===== config.mk =====
export PLATFORM = sky130hd
export DESIGN_NAME = circular_line_buffer_unit
export DESIGN_NICKNAME = d
export VERILOG_FILES = /design/src/rtl/clb_pkg.sv /design/src/rtl/circular_line_buffer_unit.sv /design/src/rtl/clb_ram.sv
export SDC_FILE = /design/constraint.sdc
export NUM_CORES = 1
export LEC_CHECK = 0
export BUFFER_PORTS_ARGS = -buffer_cell sky130_fd_sc_hd__buf_2
export CAP_MARGIN = 30
export CORE_ASPECT_RATIO = 1.5
export CORE_UTILIZATION = 68
export DETAILED_ROUTE_END_ITERATION = 12
export PLACE_DENSITY_LB_ADDON = 0.1
export SYNTH_ARGS = -nofsm -noshare
export SYNTH_HDL_FRONTEND = slang
export SYNTH_SLANG_ARGS = --single-unit

===== constraint.sdc =====
create_clock -name clk -period 5.85 [get_ports clk]
set_clock_uncertainty 0.1 [all_clocks]
set_input_delay 1.17 -clock clk [delete_from_list [all_inputs] [get_ports clk]]
set_output_delay 1.17 -clock clk [all_outputs]
set_load 0.05 [all_outputs]

===== src/rtl/clb_pkg.sv =====
// Package for the circular line buffer: beat structs, sizes and codes.
// Used by circular_line_buffer_unit.
package clb_pkg;

  localparam int BUF_SIZE = 64;
  localparam int HEAD_W   = $clog2(BUF_SIZE);
  localparam int FILL_W   = $clog2(BUF_SIZE + 1);
  localparam int LEN_W    = 7;
  localparam int BYTE_W   = 8;

  localparam logic [BYTE_W-1:0] NEWLINE = 8'h0A;

  localparam logic OP_WRITE = 1'b0;
  localparam logic OP_READ  = 1'b1;

  localparam logic [1:0] KIND_STATUS = 2'd0;
  localparam logic [1:0] KIND_BYTE   = 2'd1;
  localparam logic [1:0] KIND_EMPTY  = 2'd2;

  typedef struct packed {
    logic              opcode;
    logic [BYTE_W-1:0] data_byte;
    logic              chunk_first;
    logic [LEN_W-1:0]  chunk_len;
  } req_t;

  typedef struct packed {
    logic [1:0]        kind;
    logic [BYTE_W-1:0] line_byte;
    logic              accepted;
    logic              last;
  } rsp_t;

endpackage


===== src/rtl/circular_line_buffer_unit.sv =====
// Circular line buffer: byte ring of BUF_SIZE entries read out a line at a time.
// Depends on clb_pkg and clb_ram.
// Write beat: status beat in the cycle after accept; one write per cycle unless stalled.
// Read beat: n stored bytes are consumed (newline included), each held until known to be
// last; a flush beat is added when no newline is stored and n > 1; output stalls hold it.
// Reset (rst, synchronous): head, fill, chunk decision and control cleared; store not cleared.
module circular_line_buffer_unit (
  input  logic          clk,
  input  logic          rst,
  input  logic          req_valid,
  output logic          req_stall,
  input  clb_pkg::req_t req,
  output logic          rsp_valid,
  input  logic          rsp_stall,
  output clb_pkg::rsp_t rsp
);
  import clb_pkg::*;

  typedef enum logic [1:0] {
    ST_IDLE,
    ST_RD,
    ST_FLUSH
  } state_t;

  state_t            state;
  logic [HEAD_W-1:0] head;
  logic [FILL_W-1:0] fill;
  logic              chunk_rejected;
  // held byte: a line byte is only sent once we know whether it is the last
  logic              hv;
  logic [BYTE_W-1:0] hb;

  logic              ofree;
  logic              req_take;
  logic [HEAD_W-1:0] head_inc;
  logic [FILL_W:0]   slot_sum;
  logic [HEAD_W-1:0] slot;
  logic [FILL_W-1:0] room;
  logic              full;
  logic              rej_new;
  logic              rej_eff;
  logic              wr_acc;
  logic              ram_we;
  logic              ram_re;
  logic [HEAD_W-1:0] ram_raddr;
  logic [BYTE_W-1:0] rdata;
  logic              rd_nl;
  logic              rd_final;

  // output register is free when empty or being drained this cycle
  assign ofree     = !rsp_valid || !rsp_stall;
  assign req_stall = !(state == ST_IDLE && ofree);
  assign req_take  = req_valid && !req_stall;

  assign head_inc = (head == HEAD_W'(BUF_SIZE - 1)) ? '0 : head + HEAD_W'(1);

  // tail slot: head + fill stays below twice the buffer size
  assign slot_sum = (FILL_W + 1)'(head) + (FILL_W + 1)'(fill);
  assign slot     = (slot_sum >= (FILL_W + 1)'(BUF_SIZE))
                    ? HEAD_W'(slot_sum - (FILL_W + 1)'(BUF_SIZE))
                    : HEAD_W'(slot_sum);

  // chunk admission, decided on the first byte; a full ring refuses any byte
  assign full    = (fill >= FILL_W'(BUF_SIZE));
  assign room    = FILL_W'(BUF_SIZE) - fill;
  assign rej_new = full || (req.chunk_len > LEN_W'(room));
  assign rej_eff = req.chunk_first ? rej_new : chunk_rejected;
  assign wr_acc  = !rej_eff && !full;

  assign rd_nl    = (rdata == NEWLINE);
  assign rd_final = (fill == FILL_W'(1));

  assign ram_we    = req_take && (req.opcode == OP_WRITE) && wr_acc;
  assign ram_re    = (req_take && (req.opcode == OP_READ) && (fill != '0))
                  || (state == ST_RD && ofree && !rd_nl && !rd_final);
  assign ram_raddr = (state == ST_IDLE) ? head : head_inc;

  clb_ram #(
    .WIDTH (BYTE_W),
    .DEPTH (BUF_SIZE)
  ) u_store (
    .clk   (clk),
    .we    (ram_we),
    .waddr (slot),
    .wdata (req.data_byte),
    .re    (ram_re),
    .raddr (ram_raddr),
    .rdata (rdata)
  );

  always_ff @(posedge clk) begin
    if (rst) begin
      state          <= ST_IDLE;
      head           <= '0;
      fill           <= '0;
      chunk_rejected <= 1'b0;
      hv             <= 1'b0;
      rsp_valid      <= 1'b0;
    end else begin
      if (rsp_valid && !rsp_stall) begin
        rsp_valid <= 1'b0;
      end
      case (state)
        ST_IDLE: begin
          if (req_take) begin
            if (req.opcode == OP_WRITE) begin
              if (req.chunk_first) begin
                chunk_rejected <= rej_new;
              end
              if (wr_acc) begin
                fill <= fill + FILL_W'(1);
              end
              rsp       <= '{kind: KIND_STATUS, line_byte: '0, accepted: wr_acc, last: 1'b1};
              rsp_valid <= 1'b1;
            end else if (fill == '0) begin
              rsp       <= '{kind: KIND_EMPTY, line_byte: '0, accepted: 1'b0, last: 1'b1};
              rsp_valid <= 1'b1;
            end else begin
              hv    <= 1'b0;
              state <= ST_RD;
            end
          end
        end
        ST_RD: begin
          // rdata holds the byte at head; it is consumed once the output is free
          if (ofree) begin
            head <= head_inc;
            fill <= fill - FILL_W'(1);
            if (rd_nl) begin
              rsp <= hv ? rsp_t'{kind: KIND_BYTE, line_byte: hb, accepted: 1'b0, last: 1'b1}
                        : rsp_t'{kind: KIND_EMPTY, line_byte: '0, accepted: 1'b0, last: 1'b1};
              rsp_valid <= 1'b1;
              hv        <= 1'b0;
              state     <= ST_IDLE;
            end else if (rd_final) begin
              // no newline stored: last byte of the ring ends the line
              if (hv) begin
                rsp   <= '{kind: KIND_BYTE, line_byte: hb, accepted: 1'b0, last: 1'b0};
                hb    <= rdata;
                state <= ST_FLUSH;
              end else begin
                rsp   <= '{kind: KIND_BYTE, line_byte: rdata, accepted: 1'b0, last: 1'b1};
                state <= ST_IDLE;
              end
              rsp_valid <= 1'b1;
              hv        <= 1'b0;
            end else begin
              if (hv) begin
                rsp       <= '{kind: KIND_BYTE, line_byte: hb, accepted: 1'b0, last: 1'b0};
                rsp_valid <= 1'b1;
              end
              hb <= rdata;
              hv <= 1'b1;
            end
          end
        end
        ST_FLUSH: begin
          if (ofree) begin
            rsp       <= '{kind: KIND_BYTE, line_byte: hb, accepted: 1'b0, last: 1'b1};
            rsp_valid <= 1'b1;
            state     <= ST_IDLE;
          end
        end
        default: begin
          state <= ST_IDLE;
        end
      endcase
    end
  end

  // occupancy never runs past the ring size
  a_fill_bound: assert property (@(posedge clk) disable iff (rst)
    fill <= FILL_W'(BUF_SIZE))
    else $error("fill exceeds buffer size");

  // a read of a non-empty ring must start the RAM walk
  a_read_start: assert property (@(posedge clk) disable iff (rst)
    (req_take && req.opcode == OP_READ && fill != '0) |=> (state == ST_RD))
    else $error("read did not enter walk state");

  // the flush beat only follows draining the ring completely
  a_flush_empty: assert property (@(posedge clk) disable iff (rst)
    (state == ST_FLUSH) |-> (fill == '0))
    else $error("flush with bytes left");

  // a write never lands while a line walk holds the RAM
  a_no_wr_in_walk: assert property (@(posedge clk) disable iff (rst)
    (state != ST_IDLE) |-> !ram_we)
    else $error("store written during line read");

endmodule


===== src/rtl/clb_ram.sv =====
// Generic single-port-write, single-port-read RAM with registered read data.
// No dependencies.
module clb_ram #(
  parameter int WIDTH = 8,
  parameter int DEPTH = 64
) (
  input  logic                     clk,
  input  logic                     we,
  input  logic [$clog2(DEPTH)-1:0] waddr,
  input  logic [WIDTH-1:0]         wdata,
  input  logic                     re,
  input  logic [$clog2(DEPTH)-1:0] raddr,
  output logic [WIDTH-1:0]         rdata
);

  logic [WIDTH-1:0] mem [DEPTH];

  always_ff @(posedge clk) begin
    if (we) begin
      mem[waddr] <= wdata;
    end
    if (re) begin
      rdata <= mem[raddr];
    end
  end

endmodule

==> out/qor.csv <==
metric;value;unit
status;finished clean;
Worst R2R End;u_store.mem[33][5];
Hold Path Origin;u_store.rdata[6];
crit path max fanout;10;
Synth Area per Inst;13.6;µm²
clock period minus worst slack;5070;ps
Cell Area, Synth;23800;µm²
Slowest-stage cell, CP;nor2_1;
critical path endpoint;u_store.mem[33][5];
Vert. Die Dim;231;µm
Vias;15323;
max-slew violation count;0;
CTS root buffer;clkbuf_16;
Reg2Reg Depth;11;
Crit Path Category;flop to flop;
Detail Route Antenna Nets;0;
drt via density;6.79;
clock latency on the worst-skew pair;560;ps
type of the worst min-delay path;flop to flop;
share of cells above drive strength 1;10.2;%
Min Hold Slack;391;ps
top cells by count, synth;540 x edfxtp_1, 335 x nand2_1, 115 x nand3_1;
Ys Warns;0;
GP Congestion;0.937;
Post-Route Utilization;75.2;%
delay-heaviest family, CP;simple AND/OR/NAND/NOR gates;
worst relative slew slack;35.1;%
Yosys top cell by area;edfxtp_1;
post-CTS setup buffer count;0;
Nets;1799;
maximum vdd drop;374;µV
CTS tree;yes;
PwrDens;431;nW/µm²
CTS clk-pin slew, worst paths;60;ps
row cnt;83;
Max stage delay on crit path;780;ps
Die W;155;µm
Initial Util;69.1;%
Top FF cell, synth;edfxtp_1;
setup TNS;0;ps
drt total wl;60900;µm
P_leak;8.82;nW
clock buffer depth;3;
Crit. End Element;flop;
full die area;35700;µm²
Post-Syn Instances;1743;
Netlist cell types;75;
DP Cell Count;2172;
most frequent cell after synthesis;edfxtp_1;
Slew @ Worst Pin;974;ps
final hold viol count;0;
f_max;0.197;GHz
CP required;5940;ps
Syn Nets;1786;
Ports;35;
Startpoint Class;flop;
number of H-tree levels;2;
crit share post-route;86.7;%
Critical Path AT;5160;ps
post-synthesis async set-or-reset flop share;0;%
# DRC;0;
initial antenna violation count;0;
clk sinks;558;
TritonRoute pass-1 iters;6;
ant diodes;0;
flop2flop setup slack;780;ps
crit path from;fill[0];
# Max-Cap Violations;0;
final setup violation count;0;
crit-path cells;inv_1, ha_1, or4b_2, nor2_1, xnor2_1, ha_1, a21o_1, o31ai_1, and2_1, nand3_1, nor2_1;
RSZ-0062 raised after global routing;no;
gr usage total;35.0;%
number of global-route vias before repair;15024;
hpwl dp;37300;µm
cts hold-fix bufs;0;
largest net degree at the start of global routing;138;
Area contributors post-synth;edfxtp_1 68%, nand2_1 5.3%, mux2i_1 3.5%, nand3_1 2.4%, nor2_1 1.6%;
Wirelength per Cell;27.0;µm
Num CTS Buffers;48;
r2r startpoint;fill[0];
Yosys reg bits;558;
Cell Count, Final, Fillers Out;2258;
CTS resizes;0;
area fraction of the dominant cell type after synthesis;68.2;%
sequential-to-total area share from yosys stat;69.7;%
Crit path depth;11;
first-pass GRT wire length;90500;µm
core box area;34400;µm²
number of enable flip-flop cells after synthesis;540;
Syn-to-layout area delta;8.74;%
PortBufs;34;
starting DRC count in detailed routing;1976;
GRT overflow;0;
Crit path buffers/inverters;1;
==> metrics by stage <==
stage / instance area, µm² / power, mW / setup WS (ps)
after CTS: 25800 / 11.1 / 892
after floorplan: 23800 / 7.16 / 2010
after global placement: 24400 / 8.04 / 1140
after global routing: 25800 / 11.5 / 638
after detailed placement: 24400 / 8.11 / 942
final: 25800 / 11.1 / 778
==> sequential cells by signal, indices dropped and copies added, names as in the netlist, 2 cells and up <==
register and count:
fill 7, state 2, u_store.rdata 8, hb 8, head 6, rsp 12
u_store.mem 512
==> worst min path at each step <==
stage	to	slack [ps]	cells after the start
after floorplan	hb[3]	340	0
after global placement	hb[6]	370	0
after detailed placement	hb[6]	380	0
after CTS	hb[6]	390	0
after global routing	hb[6]	410	0
final	hb[6]	390	0
==> layout make-up <==
| class | count | area, µm² |
|---|---|---|
| clock buffer | 59 | 1260 |
| clock inverter | 26 | 210 |
| fill | 2173 | 8530 |
| inverter | 12 | 45.0 |
| multi-input combinational | 1067 | 6660 |
| sequential | 558 | 16600 |
| tap | 467 | 584 |
| timing repair buffer | 69 | 500 |
==> logic make-up (layout without fill, tap and decap cells) <==
group,after synthesis,after routing,share of synthesized area [%]
mux,109,109,5.34
compound gates,261,261,8.39
fa+ha+maj,22,22,1.19
simple gates,655,655,12.2
xor+xnor,20,20,0.769
buf+inv,118,166,2.32
flops,558,558,69.7
==> power by group <==
group,internal (mW),switching (mW),total (mW)
clock,1.67,1.36,3.03
sequential,4.54,0.0844,4.63
combinational,1.20,2.28,3.48
total,7.41,3.73,11.1
==> cells in the final DEF (no fill, tap or decap), types with 16 or more instances in the layout <==
| cell type | Yosys | final |
|---|---|---|
| clkbuf_16 | 0 | 49 |
| dfxtp_1 | 18 | 18 |
| buf_2 | 36 | 27 |
| ha_1 | 21 | 21 |
| o22ai_1 | 17 | 17 |
| edfxtp_1 | 540 | 540 |
| o21ai_0 | 21 | 21 |
| mux2i_1 | 83 | 82 |
| nor2_1 | 99 | 99 |
| and3_1 | 26 | 26 |
| nand3_1 | 115 | 115 |
| nor3_1 | 18 | 18 |
| buf_4 | 9 | 37 |
| a31oi_1 | 22 | 22 |
| a221oi_1 | 16 | 16 |
| a32oi_1 | 29 | 29 |
| a21oi_1 | 36 | 36 |
| nand2_1 | 335 | 335 |
==> metal layers <==
layer / track usage [%] / share of wire (%)
met1: 43.1 / 35
met2: 59.8 / 50
met3: 5.07 / 8.9
met4: 19.4 / 6.1
met5: 0 / 0
Note: power is estimated with default switching activity, not from simulation.
